## src/fpdf_pkg.sv

```systemverilog
package fpdf_pkg;

  localparam int MAX_PRECISION = 18;
  localparam int INT_DIGITS    = 20;
  localparam int DIGIT_W       = 4;
  localparam int VALUE_W       = 64;
  localparam int PREC_W        = 5;
  localparam int CHAR_W        = 8;
  localparam int EXP_W         = 11;
  localparam int MANT_W        = 52;
  localparam int FIXED_W       = 2 * VALUE_W;
  localparam int CONV_STEPS    = VALUE_W;
  localparam int CNT_W         = $clog2(CONV_STEPS);
  localparam int IDX_W         = $clog2(INT_DIGITS);
  localparam int FIDX_W        = (MAX_PRECISION > 1) ? $clog2(MAX_PRECISION) : 1;
  localparam int BCD_W         = INT_DIGITS * DIGIT_W;

  localparam logic [EXP_W-1:0] EXP_UNIT = 11'd1075;
  localparam logic [EXP_W-1:0] EXP_SAT  = 11'd1087;

  localparam logic [CHAR_W-1:0] CHAR_ZERO  = 8'h30;
  localparam logic [CHAR_W-1:0] CHAR_POINT = 8'h2e;

  typedef logic [INT_DIGITS-1:0][DIGIT_W-1:0]    int_bcd_t;
  typedef logic [MAX_PRECISION-1:0][DIGIT_W-1:0] frac_bcd_t;

  typedef enum logic [3:0] {
    ST_IDLE,
    ST_SPLIT,
    ST_FRAC,
    ST_ROUND,
    ST_CONV_FRAC,
    ST_CONV_INT,
    ST_COUNT,
    ST_EMIT_INT,
    ST_EMIT_DOT,
    ST_EMIT_FRAC
  } state_t;

  function automatic logic [VALUE_W-1:0] pow10(input logic [PREC_W-1:0] p);
    logic [VALUE_W-1:0] v;
    case (p)
      5'd0:    v = 64'd1;
      5'd1:    v = 64'd10;
      5'd2:    v = 64'd100;
      5'd3:    v = 64'd1000;
      5'd4:    v = 64'd10000;
      5'd5:    v = 64'd100000;
      5'd6:    v = 64'd1000000;
      5'd7:    v = 64'd10000000;
      5'd8:    v = 64'd100000000;
      5'd9:    v = 64'd1000000000;
      5'd10:   v = 64'd10000000000;
      5'd11:   v = 64'd100000000000;
      5'd12:   v = 64'd1000000000000;
      5'd13:   v = 64'd10000000000000;
      5'd14:   v = 64'd100000000000000;
      5'd15:   v = 64'd1000000000000000;
      5'd16:   v = 64'd10000000000000000;
      5'd17:   v = 64'd100000000000000000;
      5'd18:   v = 64'd1000000000000000000;
      5'd19:   v = 64'd10000000000000000000;
      default: v = '0;
    endcase
    return v;
  endfunction

  function automatic int_bcd_t dabble_adjust(input int_bcd_t b);
    int_bcd_t a;
    a = b;
    for (int i = 0; i < INT_DIGITS; i++) begin
      if (b[i] >= 4'd5) begin
        a[i] = b[i] + 4'd3;
      end
    end
    return a;
  endfunction

endpackage

```

## src/fixed_precision_decimal_formatter_top.sv

```systemverilog
// Converts one non-negative double (sign bit ignored) to a "%f" style ASCII string, one
// character per output word, with last_char on the final word and range_error on every
// word of a conversion whose integer part saturated at 2^64-1. Precision above 18 is
// taken as 18. Input words are taken only while the converter is idle. With precision
// p > 0, a split state is followed by p + 1 multiply-by-ten steps for the fraction
// digits and the rounding digit, a round state, one 64-step binary-to-BCD pass of the
// shared shift-add-3 unit for the fraction digits, another for the integer digits and
// a digit-count state; at precision 0 the multiply steps and the fraction pass are
// skipped. Then one character goes out per cycle while the output does not stall.
module fixed_precision_decimal_formatter_top (
  input  logic                           clk,
  input  logic                           rst_n,
  input  logic                           in_valid,
  output logic                           in_stall,
  input  logic [fpdf_pkg::VALUE_W-1:0]   in_value_bits,
  input  logic [fpdf_pkg::PREC_W-1:0]    in_precision,
  input  logic                           in_alt_form,
  output logic                           out_valid,
  input  logic                           out_stall,
  output logic [fpdf_pkg::CHAR_W-1:0]    out_char,
  output logic                           out_last_char,
  output logic                           out_range_error
);

  fpdf_pkg::state_t state_r, state_nxt;

  logic [fpdf_pkg::VALUE_W-1:0] bits_r, bits_nxt;
  logic [fpdf_pkg::PREC_W-1:0]  prec_r, prec_nxt;
  logic                         alt_r, alt_nxt;
  logic [fpdf_pkg::VALUE_W-1:0] ip_r, ip_nxt;
  logic [fpdf_pkg::VALUE_W-1:0] fp_r, fp_nxt;
  logic                         err_r, err_nxt;
  logic [fpdf_pkg::VALUE_W-1:0] q_r, q_nxt;
  logic                         rnd_r, rnd_nxt;
  logic [fpdf_pkg::CNT_W-1:0]   cnt_r, cnt_nxt;
  logic [fpdf_pkg::VALUE_W-1:0] sh_r, sh_nxt;
  fpdf_pkg::int_bcd_t           bcd_r, bcd_nxt;
  fpdf_pkg::frac_bcd_t          frac_bcd_r, frac_bcd_nxt;
  logic [fpdf_pkg::IDX_W-1:0]   idx_r, idx_nxt;

  logic                         out_valid_r, out_valid_nxt;
  logic [fpdf_pkg::CHAR_W-1:0]  out_char_r, out_char_nxt;
  logic                         out_last_r, out_last_nxt;
  logic                         out_err_r, out_err_nxt;

  logic                         advance;
  logic                         conv_done;
  logic [fpdf_pkg::PREC_W-1:0]  prec_clamped;

  logic [fpdf_pkg::EXP_W-1:0]   ex_raw;
  logic [fpdf_pkg::EXP_W-1:0]   ex_eff;
  logic [fpdf_pkg::MANT_W:0]    mant;
  logic [fpdf_pkg::EXP_W-1:0]   rsh;
  logic [fpdf_pkg::FIXED_W-1:0] wide;
  logic [fpdf_pkg::FIXED_W-1:0] fixed;

  logic [fpdf_pkg::VALUE_W+3:0] fp_x10;
  logic [fpdf_pkg::DIGIT_W-1:0] frac_digit;
  logic [fpdf_pkg::VALUE_W-1:0] q_x10;

  logic [fpdf_pkg::VALUE_W-1:0] r_sum;
  logic                         r_carry;
  logic                         half_up;
  logic                         ip_max;

  fpdf_pkg::int_bcd_t           bcd_adj;
  logic [fpdf_pkg::BCD_W-1:0]   bcd_adj_flat;
  fpdf_pkg::int_bcd_t           bcd_step;
  logic [fpdf_pkg::IDX_W-1:0]   top_digit;

  assign in_stall        = (state_r != fpdf_pkg::ST_IDLE);
  assign out_valid       = out_valid_r;
  assign out_char        = out_char_r;
  assign out_last_char   = out_last_r;
  assign out_range_error = out_err_r;

  assign advance   = !out_valid_r || !out_stall;
  assign conv_done = (cnt_r == fpdf_pkg::CNT_W'(fpdf_pkg::CONV_STEPS - 1));

  assign prec_clamped = (in_precision > fpdf_pkg::PREC_W'(fpdf_pkg::MAX_PRECISION)) ?
                        fpdf_pkg::PREC_W'(fpdf_pkg::MAX_PRECISION) : in_precision;

  // split into 64.64 fixed point
  always_comb begin
    ex_raw = bits_r[fpdf_pkg::MANT_W +: fpdf_pkg::EXP_W];
    if (ex_raw == '0) begin
      ex_eff = fpdf_pkg::EXP_W'(1);
      mant   = {1'b0, bits_r[fpdf_pkg::MANT_W-1:0]};
    end else begin
      ex_eff = ex_raw;
      mant   = {1'b1, bits_r[fpdf_pkg::MANT_W-1:0]};
    end
    wide = {{(fpdf_pkg::FIXED_W - fpdf_pkg::VALUE_W - fpdf_pkg::MANT_W - 1){1'b0}},
            mant, {fpdf_pkg::VALUE_W{1'b0}}};
    rsh  = fpdf_pkg::EXP_UNIT - ex_eff;
    if (ex_eff >= fpdf_pkg::EXP_UNIT) begin
      fixed = wide << (ex_eff - fpdf_pkg::EXP_UNIT);
    end else if (rsh >= fpdf_pkg::EXP_W'(fpdf_pkg::FIXED_W)) begin
      fixed = '0;
    end else begin
      fixed = wide >> rsh[$clog2(fpdf_pkg::FIXED_W)-1:0];
    end
  end

  assign fp_x10     = ({4'b0, fp_r} << 3) + ({4'b0, fp_r} << 1);
  assign frac_digit = fp_x10[fpdf_pkg::VALUE_W +: fpdf_pkg::DIGIT_W];
  assign q_x10      = (q_r << 3) + (q_r << 1)
                    + {{(fpdf_pkg::VALUE_W - fpdf_pkg::DIGIT_W){1'b0}}, frac_digit};

  assign r_sum   = q_r + {{(fpdf_pkg::VALUE_W - 1){1'b0}}, rnd_r};
  assign r_carry = (r_sum == fpdf_pkg::pow10(prec_r));
  assign half_up = fp_r[fpdf_pkg::VALUE_W-1] && (ip_r[0] || (|fp_r[fpdf_pkg::VALUE_W-2:0]));
  assign ip_max  = &ip_r;

  assign bcd_adj      = fpdf_pkg::dabble_adjust(bcd_r);
  assign bcd_adj_flat = bcd_adj;
  assign bcd_step     = {bcd_adj_flat[fpdf_pkg::BCD_W-2:0], sh_r[fpdf_pkg::VALUE_W-1]};

  always_comb begin
    top_digit = '0;
    for (int i = 0; i < fpdf_pkg::INT_DIGITS; i++) begin
      if (bcd_r[i] != '0) begin
        top_digit = fpdf_pkg::IDX_W'(i);
      end
    end
  end

  always_comb begin
    state_nxt = state_r;
    case (state_r)
      fpdf_pkg::ST_IDLE: begin
        if (in_valid) begin
          state_nxt = fpdf_pkg::ST_SPLIT;
        end
      end
      fpdf_pkg::ST_SPLIT: begin
        state_nxt = (prec_r != '0) ? fpdf_pkg::ST_FRAC : fpdf_pkg::ST_ROUND;
      end
      fpdf_pkg::ST_FRAC: begin
        if (cnt_r == fpdf_pkg::CNT_W'(prec_r)) begin
          state_nxt = fpdf_pkg::ST_ROUND;
        end
      end
      fpdf_pkg::ST_ROUND: begin
        state_nxt = (prec_r != '0) ? fpdf_pkg::ST_CONV_FRAC : fpdf_pkg::ST_CONV_INT;
      end
      fpdf_pkg::ST_CONV_FRAC: begin
        if (conv_done) begin
          state_nxt = fpdf_pkg::ST_CONV_INT;
        end
      end
      fpdf_pkg::ST_CONV_INT: begin
        if (conv_done) begin
          state_nxt = fpdf_pkg::ST_COUNT;
        end
      end
      fpdf_pkg::ST_COUNT: begin
        state_nxt = fpdf_pkg::ST_EMIT_INT;
      end
      fpdf_pkg::ST_EMIT_INT: begin
        if (advance && idx_r == '0) begin
          state_nxt = (prec_r != '0 || alt_r) ? fpdf_pkg::ST_EMIT_DOT : fpdf_pkg::ST_IDLE;
        end
      end
      fpdf_pkg::ST_EMIT_DOT: begin
        if (advance) begin
          state_nxt = (prec_r != '0) ? fpdf_pkg::ST_EMIT_FRAC : fpdf_pkg::ST_IDLE;
        end
      end
      fpdf_pkg::ST_EMIT_FRAC: begin
        if (advance && idx_r == '0) begin
          state_nxt = fpdf_pkg::ST_IDLE;
        end
      end
      default: state_nxt = fpdf_pkg::ST_IDLE;
    endcase
  end

  always_comb begin
    bits_nxt      = bits_r;
    prec_nxt      = prec_r;
    alt_nxt       = alt_r;
    ip_nxt        = ip_r;
    fp_nxt        = fp_r;
    err_nxt       = err_r;
    q_nxt         = q_r;
    rnd_nxt       = rnd_r;
    cnt_nxt       = cnt_r;
    sh_nxt        = sh_r;
    bcd_nxt       = bcd_r;
    frac_bcd_nxt  = frac_bcd_r;
    idx_nxt       = idx_r;
    out_valid_nxt = out_valid_r && out_stall;
    out_char_nxt  = out_char_r;
    out_last_nxt  = out_last_r;
    out_err_nxt   = out_err_r;
    case (state_r)
      fpdf_pkg::ST_IDLE: begin
        if (in_valid) begin
          bits_nxt = in_value_bits;
          prec_nxt = prec_clamped;
          alt_nxt  = in_alt_form;
        end
      end
      fpdf_pkg::ST_SPLIT: begin
        q_nxt   = '0;
        rnd_nxt = 1'b0;
        cnt_nxt = '0;
        if (ex_eff >= fpdf_pkg::EXP_SAT) begin
          ip_nxt  = '1;
          fp_nxt  = '0;
          err_nxt = 1'b1;
        end else begin
          ip_nxt  = fixed[fpdf_pkg::FIXED_W-1:fpdf_pkg::VALUE_W];
          fp_nxt  = fixed[fpdf_pkg::VALUE_W-1:0];
          err_nxt = 1'b0;
        end
      end
      fpdf_pkg::ST_FRAC: begin
        fp_nxt  = fp_x10[fpdf_pkg::VALUE_W-1:0];
        cnt_nxt = cnt_r + 1'b1;
        if (cnt_r < fpdf_pkg::CNT_W'(prec_r)) begin
          q_nxt = q_x10;
        end else begin
          rnd_nxt = (frac_digit >= 4'd5);
        end
      end
      fpdf_pkg::ST_ROUND: begin
        cnt_nxt = '0;
        bcd_nxt = '0;
        if (prec_r == '0) begin
          if (half_up) begin
            if (ip_max) begin
              err_nxt = 1'b1;
            end else begin
              ip_nxt = ip_r + 1'b1;
            end
          end
          sh_nxt = (half_up && !ip_max) ? ip_r + 1'b1 : ip_r;
        end else begin
          if (r_carry) begin
            if (ip_max) begin
              err_nxt = 1'b1;
            end else begin
              ip_nxt = ip_r + 1'b1;
            end
          end
          sh_nxt = r_carry ? '0 : r_sum;
        end
      end
      fpdf_pkg::ST_CONV_FRAC: begin
        cnt_nxt = cnt_r + 1'b1;
        bcd_nxt = bcd_step;
        sh_nxt  = sh_r << 1;
        if (conv_done) begin
          frac_bcd_nxt = bcd_step[fpdf_pkg::MAX_PRECISION-1:0];
          bcd_nxt      = '0;
          sh_nxt       = ip_r;
        end
      end
      fpdf_pkg::ST_CONV_INT: begin
        cnt_nxt = cnt_r + 1'b1;
        bcd_nxt = bcd_step;
        sh_nxt  = sh_r << 1;
      end
      fpdf_pkg::ST_COUNT: begin
        idx_nxt = top_digit;
      end
      fpdf_pkg::ST_EMIT_INT: begin
        if (advance) begin
          out_valid_nxt = 1'b1;
          out_char_nxt  = fpdf_pkg::CHAR_ZERO + {4'b0, bcd_r[idx_r]};
          out_last_nxt  = (idx_r == '0) && (prec_r == '0) && !alt_r;
          out_err_nxt   = err_r;
          idx_nxt       = idx_r - 1'b1;
        end
      end
      fpdf_pkg::ST_EMIT_DOT: begin
        if (advance) begin
          out_valid_nxt = 1'b1;
          out_char_nxt  = fpdf_pkg::CHAR_POINT;
          out_last_nxt  = (prec_r == '0);
          out_err_nxt   = err_r;
          idx_nxt       = fpdf_pkg::IDX_W'(prec_r - 1'b1);
        end
      end
      fpdf_pkg::ST_EMIT_FRAC: begin
        if (advance) begin
          out_valid_nxt = 1'b1;
          out_char_nxt  = fpdf_pkg::CHAR_ZERO
                        + {4'b0, frac_bcd_r[idx_r[fpdf_pkg::FIDX_W-1:0]]};
          out_last_nxt  = (idx_r == '0);
          out_err_nxt   = err_r;
          idx_nxt       = idx_r - 1'b1;
        end
      end
      default: begin
        out_valid_nxt = out_valid_r && out_stall;
      end
    endcase
  end

  always_ff @(posedge clk) begin
    if (!rst_n) begin
      state_r     <= fpdf_pkg::ST_IDLE;
      out_valid_r <= 1'b0;
    end else begin
      state_r     <= state_nxt;
      out_valid_r <= out_valid_nxt;
    end
  end

  always_ff @(posedge clk) begin
    bits_r     <= bits_nxt;
    prec_r     <= prec_nxt;
    alt_r      <= alt_nxt;
    ip_r       <= ip_nxt;
    fp_r       <= fp_nxt;
    err_r      <= err_nxt;
    q_r        <= q_nxt;
    rnd_r      <= rnd_nxt;
    cnt_r      <= cnt_nxt;
    sh_r       <= sh_nxt;
    bcd_r      <= bcd_nxt;
    frac_bcd_r <= frac_bcd_nxt;
    idx_r      <= idx_nxt;
    out_char_r <= out_char_nxt;
    out_last_r <= out_last_nxt;
    out_err_r  <= out_err_nxt;
  end

`ifndef SYNTHESIS
  a_accept_starts_split: assert property (@(posedge clk) disable iff (!rst_n)
    (in_valid && !in_stall) |=> (state_r == fpdf_pkg::ST_SPLIT))
    else $error("accepted word did not start a conversion");

  a_frac_below_scale: assert property (@(posedge clk) disable iff (!rst_n)
    (state_r == fpdf_pkg::ST_ROUND && prec_r != '0) |-> (q_r < fpdf_pkg::pow10(prec_r)))
    else $error("scaled fraction out of range");

  a_saturated_frac_zero: assert property (@(posedge clk) disable iff (!rst_n)
    (state_r == fpdf_pkg::ST_EMIT_FRAC && err_r)
      |-> (frac_bcd_r[idx_r[fpdf_pkg::FIDX_W-1:0]] == '0))
    else $error("non-zero fraction digit on saturated conversion");

  a_point_needed: assert property (@(posedge clk) disable iff (!rst_n)
    (state_r == fpdf_pkg::ST_EMIT_DOT) |-> (prec_r != '0 || alt_r))
    else $error("point emitted without precision or alternate form");
`endif

endmodule
```

## config.mk

```make
export PLATFORM = sky130hd
export DESIGN_NAME = fixed_precision_decimal_formatter_top
export DESIGN_NICKNAME = d
export VERILOG_FILES = /design/src/fpdf_pkg.sv /design/src/fixed_precision_decimal_formatter_top.sv
export SDC_FILE = /design/constraint.sdc
export NUM_CORES = 2
export LEC_CHECK = 0
export BUFFER_PORTS_ARGS = -buffer_cell sky130_fd_sc_hd__buf_4
export CAP_MARGIN = 15
export CORE_MARGIN = 2
export CORE_UTILIZATION = 40
export CTS_CLUSTER_SIZE = 30
export DETAILED_ROUTE_END_ITERATION = 6
export GPL_TIMING_DRIVEN = 1
export MAX_ROUTING_LAYER = met4
export PLACE_DENSITY = 0.64
export SLEW_MARGIN = 15
export SYNTH_ARGS = -nofsm -noshare
export SYNTH_HDL_FRONTEND = slang
export SYNTH_SLANG_ARGS = --single-unit
export TNS_END_PERCENT = 5
```

## constraint.sdc

```tcl
create_clock -name clk -period 13.1 [get_ports clk]
set_input_delay 2.62 -clock clk [delete_from_list [all_inputs] [get_ports clk]]
set_output_delay 2.62 -clock clk [all_outputs]
set_load 0.03 [all_outputs]
```

### Yosys cells after proc, flatten, opt, wreduce, memory -nomap -nowiden

Memory sizes are Yosys's and may differ from the RTL's. A register that Yosys moved wholly into a read port is not among the register bits.
Cells that the tools add are included.

| word-level totals | value |
|---|---|
| memories kept | 1 |
| output and inout bits | 12 |
| memory bits (read-only) | 1888 |
| latch bits | 0 |
| word-level logic and storage cells | 301 |
| input port bits | 74 |
| register bits after elaboration | 505 |
| RAM bits | 0 |

| operators by class | value |
|---|---|
| bitwise operators | 0 |
| muxes and demuxes | 100 |
| shift operators | 2 |
| div/mod/pow operators | 0 |
| reductions and logical operators | 59 |
| add/subtract/negate cells | 32 |
| $mul | 0 |
| order comparisons | 27 |
| equality and inequality tests | 26 |

Memories:

| name | depth | bits a word | rd ports | clocked after Yosys merged registers in | write ports | RTL line | text |
|---|---|---|---|---|---|---|---|
| (name not given) | 32 | 59 | 1 | 1 | 0 | fpdf_pkg.sv:42 | `case (p)` |

Operators by type and width:

| cell | count |
|---|---|
| 64-bit two-way mux | 11 |
| 64-bit case mux with 2 select lines | 3 |
| 128-bit two-way mux | 2 |
| 80-bit case mux with 3 select lines | 1 |
| 64-bit case mux with 3 select lines | 1 |
| 117-bit by 11-bit left shift with 128-bit output | 1 |
| 117-bit by 7-bit right shift with 128-bit output | 1 |
| 4-bit two-way mux | 30 |
| 5-bit two-way mux | 22 |
| 4-bit by 3-bit greater-or-equal comparator with 1-bit output, second input constant | 21 |
| 80-bit two-way mux | 1 |
| 4-bit nonzero test | 20 |
| 4-bit by 2-bit adder with 4-bit output, second input constant | 19 |
| 67-bit by 65-bit adder with 68-bit output | 1 |
| 64-bit by 1-bit adder with 64-bit output | 1 |
| 64-bit by 1-bit adder with 64-bit output, second input constant | 1 |
| 64-bit by 4-bit adder with 64-bit output | 1 |
| 64-bit adder | 1 |
| 64-bit equality test | 1 |
| 64-bit AND reduction | 1 |
| 63-bit OR reduction | 1 |
| 53-bit two-way mux | 1 |
| 4-bit binary-select mux with 5-bit select | 2 |
| 4-bit case mux with 10 select lines | 1 |
| 44 further kinds | 101 |

### Longest topological paths before layout

| logic depth | value |
|---|---|
| word-level depth | 21 |
| gate-level depth with buffers | 26 |
| depth with buffers taken out | 25 |

### Worst setup path before layout

Ideal clock, no wire load.

| path | value |
|---|---|
| kind | reg2reg |
| from | register q_r[0] (netlist name) |
| to | register ip_r[0] (netlist name) (enable) |
| arrival time | 8217 ps |
| clock period less this slack | 8792 ps |
| cell stages (with the launch flop) | 13 |
| setup slack | 4308 ps |
| buffers on the path | 0 |
| data required time | 12526 ps |
| cell sequence | edfxtp_1 ha_1 ha_1 and4_1 nand2_1 nor4_1 nor3b_1 a2111o_1 or4_1 or4_1 or3_4 or2_1 o21ai_0 |

| on the way | value |
|---|---|
| cells in the longest elaborated chain, start to end | 4 |

RTL lines:

| what | RTL line | text |
|---|---|---|
| from (decl) | fixed_precision_decimal_formatter_top.sv:33 | `logic [fpdf_pkg::VALUE_W-1:0] q_r, q_nxt;` |
| from (signal assigned) | fixed_precision_decimal_formatter_top.sv:320 | `q_r <= q_nxt;` |
| 64-bit by 1-bit adder with 64-bit output | fixed_precision_decimal_formatter_top.sv:110 | `assign r_sum = q_r + {{(fpdf_pkg::VALUE_W - 1){1'b0}}, rnd_r};` |
| 64-bit equality test | fixed_precision_decimal_formatter_top.sv:111 | `assign r_carry = (r_sum == fpdf_pkg::pow10(prec_r));` |
| 3-bit != test (no source line) | n/a |  |
| 3-bit AND reduction (no source line) | n/a |  |
| to (signal assigned) | fixed_precision_decimal_formatter_top.sv:317 | `ip_r <= ip_nxt;` |
| to (decl) | fixed_precision_decimal_formatter_top.sv:30 | `logic [fpdf_pkg::VALUE_W-1:0] ip_r, ip_nxt;` |

No other way between the ends.
A chain may end at the register's enable or synchronous reset.

### Worst setup path after layout

| path | value |
|---|---|
| from | register fp_r[0] (netlist name) |
| to | register q_r[61] (netlist name), data pin |

| on the way | value |
|---|---|
| cells in the longest elaborated chain, start to end | 4 |

RTL lines:

| what | RTL line | text |
|---|---|---|
| from (decl) | fixed_precision_decimal_formatter_top.sv:31 | `logic [fpdf_pkg::VALUE_W-1:0] fp_r, fp_nxt;` |
| from (signal assigned) | fixed_precision_decimal_formatter_top.sv:318 | `fp_r <= fp_nxt;` |
| 67-bit by 65-bit adder with 68-bit output | fixed_precision_decimal_formatter_top.sv:105 | `assign fp_x10 = ({4'b0, fp_r} << 3) + ({4'b0, fp_r} << 1);` |
| 64-bit by 4-bit adder with 64-bit output | fixed_precision_decimal_formatter_top.sv:108 | `+ {{(fpdf_pkg::VALUE_W - fpdf_pkg::DIGIT_W){1'b0}}, frac_digit};` |
| 64-bit two-way mux | fixed_precision_decimal_formatter_top.sv:222 | `if (cnt_r < fpdf_pkg::CNT_W'(prec_r)) begin` |
| 64-bit case mux with 2 select lines | fixed_precision_decimal_formatter_top.sv:197 | `case (state_r)` |

No other way between the ends. The select of a mux whose other input is x is not followed.

==> out/qor.yml <==
insertion_delay_ns: 0.67
crit_start: "fp_r[0]$_SDFFCE_PP0P_"
ant_nets: 0
grt.total_usage: 0.2734
area_growth_pct: 9.912
dieArea_um2: 116100
fin_skew_ns: 0.04120
place_congestion: 1.028
grt_pass1_vias: 38240
grt_max_degree: 77
fin_crit_sh: 0.6400
cts_buffers: 68
arrival_ns: 8.78
drc: 0
yosys_warnings: 0
setup_tns_ns: 0
r2r_start: "fp_r[0]$_SDFFCE_PP0P_"
finalHoldViolations: 0
antenna_found_initial: 4
yosys-top-cells-area: "edfxtp_1 33%, ha_1 6.8%, mux2i_1 6.6%"
core_area_um2: 112500
synth_cell_types: 90
outcome: "finished, final reports clean"
setup_viol_count_final: 0
max_slew_margin: 0.1616
wl_um: 158800
io_pins: 86
endpoint: "q_r[61]$_SDFFCE_PN0P_"
num_rows: 123
syn-cell-area_um2: 45350
crit_path_max_fanout: 5
reg2reg_depth: 25
synth_top_area_cell: "edfxtp_1"
crit_path_start_kind: "flip-flop"
drive_gt1_frac: 0.08691
synth_common_cells: "523 x nand2_1, 497 x edfxtp_1, 410 x nor2_1"
die_w_um: 340.7
maxCapViolCount: 0
synth_most_common_cell: "nand2_1"
yosysSeqAreaShare: 0.3551
cts_tree: "built"
path_clk_slew_ns: 0.06
hpwl_um: 118300
clock-sinks: 556
rsz0062_at_grt: "no"
cts-htree-levels: 3
endpoint_kind: "flip-flop"
drv_slew: 0
ys.flop_type: "edfxtp_1"
worst_pin_slew_ns: 1.238
drt-pass1-iter-count: 6
ir_worst_vdd_mv: 0.2037
synth-seq-cells: 556
synth_cells: 5007
cts.repair.resized: 0
period_needed_ns: 8.384
r2r_slack_ns: 4.72
r2r_end: "q_r[61]$_SDFFCE_PN0P_"
io_buffers: 81
worstPathRequired_ns: 13.49
cts_setup_buffers: 0
via_count: 40720
p_per_area_nw_per_um2: 287.6
cts-root-buf: "clkbuf_16"
power_leakage_nw: 18.61
critPathKind: "reg2reg"
gr-total-overflow: 0
postCtsHoldBufs: 0
finalNetCount: 5272
start_util: 0.4032
hp-class: "reg2reg"
grt_pass1_wl_um: 238800
syn_avg_cell_area_um2: 9.058
drt_first_iter_violations: 5239
async_flop_share: 0
cts_buffer_depth: 3
fp.dieH_um: 340.7
routedWlPerCell_um: 24.41
hold_path.startpoint: "sh_r[63]$_DFFE_PP_"
synth_top_cell_area_share: 0.3291
via_per_inst: 6.258
timing.hold.ws_ns: 0.4382
fmax_mhz: 119.3
synth_edf_count: 497
stage by stage:
step                  util  setup slack, ns  cells  total power, mW  instance area, µm²
detailed placement  0.4227            5.036   6379            12.11               47560
global route        0.4431            4.148   6507            15.18               49850
floorplan                -            4.308   5008            9.375               45360
CTS                 0.4429            5.030   6504            14.10               49830
finish              0.4431            4.716   6508            14.34               49850
global placement    0.4227            5.159   6379            12.07               47560
logic make-up (layout without fill, tap and decap cells):
kind of cell,count (synthesis),count (layout),share of synthesized area
buffers and inverters,407,404,0.03432
adder cells (fa/ha/maj),248,248,0.06891
XOR/XNOR,317,317,0.06312
AO/OA/AOI/OAI,1371,1371,0.1903
AND/OR/NAND/NOR,1706,1706,0.1796
flip-flops,556,556,0.3551
multiplexers,400,400,0.1084
other,2,6,0.0001656
cells in the final DEF, fill, tap and decap left out, drive strengths merged, types with 31 or more instances in the layout:
master | synthesis | final
a211oi | 37 | 37
a21o | 74 | 74
a21oi | 378 | 378
a221oi | 45 | 45
a31oi | 48 | 48
and3 | 68 | 68
buf | 45 | 156
clkbuf | 239 | 82
clkinv | 2 | 31
dfxtp | 59 | 59
edfxtp | 497 | 497
ha | 245 | 245
inv | 121 | 130
mux2 | 31 | 31
mux2i | 299 | 299
mux4 | 70 | 70
nand2 | 523 | 523
nand2b | 51 | 51
nand3 | 172 | 172
nand4 | 80 | 80
nor2 | 410 | 410
nor2b | 79 | 79
nor3 | 118 | 118
nor4 | 44 | 44
o211ai | 50 | 50
o21ai | 393 | 393
o221ai | 37 | 37
o22ai | 46 | 46
xnor2 | 186 | 186
xor2 | 125 | 125
worst min-delay path by stage:
stage / end / slack (ns) / cells after the start
after floorplan: frac_bcd_r[0]$_DFFE_PP_ / 0.42 / 0
after global placement: frac_bcd_r[0]$_DFFE_PP_ / 0.42 / 0
after detailed placement: frac_bcd_r[0]$_DFFE_PP_ / 0.42 / 0
after CTS: frac_bcd_r[0]$_DFFE_PP_ / 0.44 / 0
after global routing: frac_bcd_r[0]$_DFFE_PP_ / 0.48 / 0
final: frac_bcd_r[0]$_DFFE_PP_ / 0.44 / 0
final cells by class:
| class | count | area (µm²) |
|---|---|---|
| antenna | 3 | 7.507 |
| clock buffer | 82 | 1817 |
| clock inverter | 43 | 455.4 |
| fill | 10910 | 62650 |
| inverter | 123 | 462.9 |
| multi-input combinational | 4045 | 27950 |
| sequential | 556 | 16110 |
| tap | 1500 | 1877 |
| timing repair buffer | 156 | 1175 |
worst max-delay path, cell delays in order (launching register included):
cell	delay, ns
edfxtp_1	0.49
ha_1	0.29
fa_1	0.43
a211oi_1	0.34
nor3_1	0.11
o21ai_0	0.27
buf_4	0.20
o21ai_0	0.11
a21oi_1	0.30
o21ai_0	0.37
a21oi_1	0.51
o21ai_0	0.31
nand3_1	0.19
fa_1	0.47
inv_1	0.08
ha_1	0.24
a211oi_1	0.30
nor2_1	0.13
o311ai_1	1.04
nand3b_1	0.15
a21oi_1	0.46
o21ai_0	0.32
a221o_1	0.49
and2_1	0.19
o21ai_0	0.22
mux2i_1	0.11
state kept, by name (all words and copies together), names as in the netlist, 4 cells and up, named ones only:
name	flops
bcd_r	80
frac_bcd_r	72
fp_r	64
ip_r	64
q_r	64
sh_r	64
bits_r	63
cnt_r	6
idx_r	5
out_char	5
prec_r	5
state_r	4
power by group:
part / switching (mW) / internal [mW]
sequential: 0.782 / 2.80
clock: 0.853 / 1.08
combinational: 5.70 / 3.12
per-layer routing:
| metal | part of all wire | track usage |
|---|---|---|
| met1 | 0.44 | 0.3720 |
| met2 | 0.44 | 0.4069 |
| met3 | 0.086 | 0.04696 |
| met4 | 0.040 | 0.1025 |
| met5 | 0 | - |
Power figures use the tool's default switching activity.
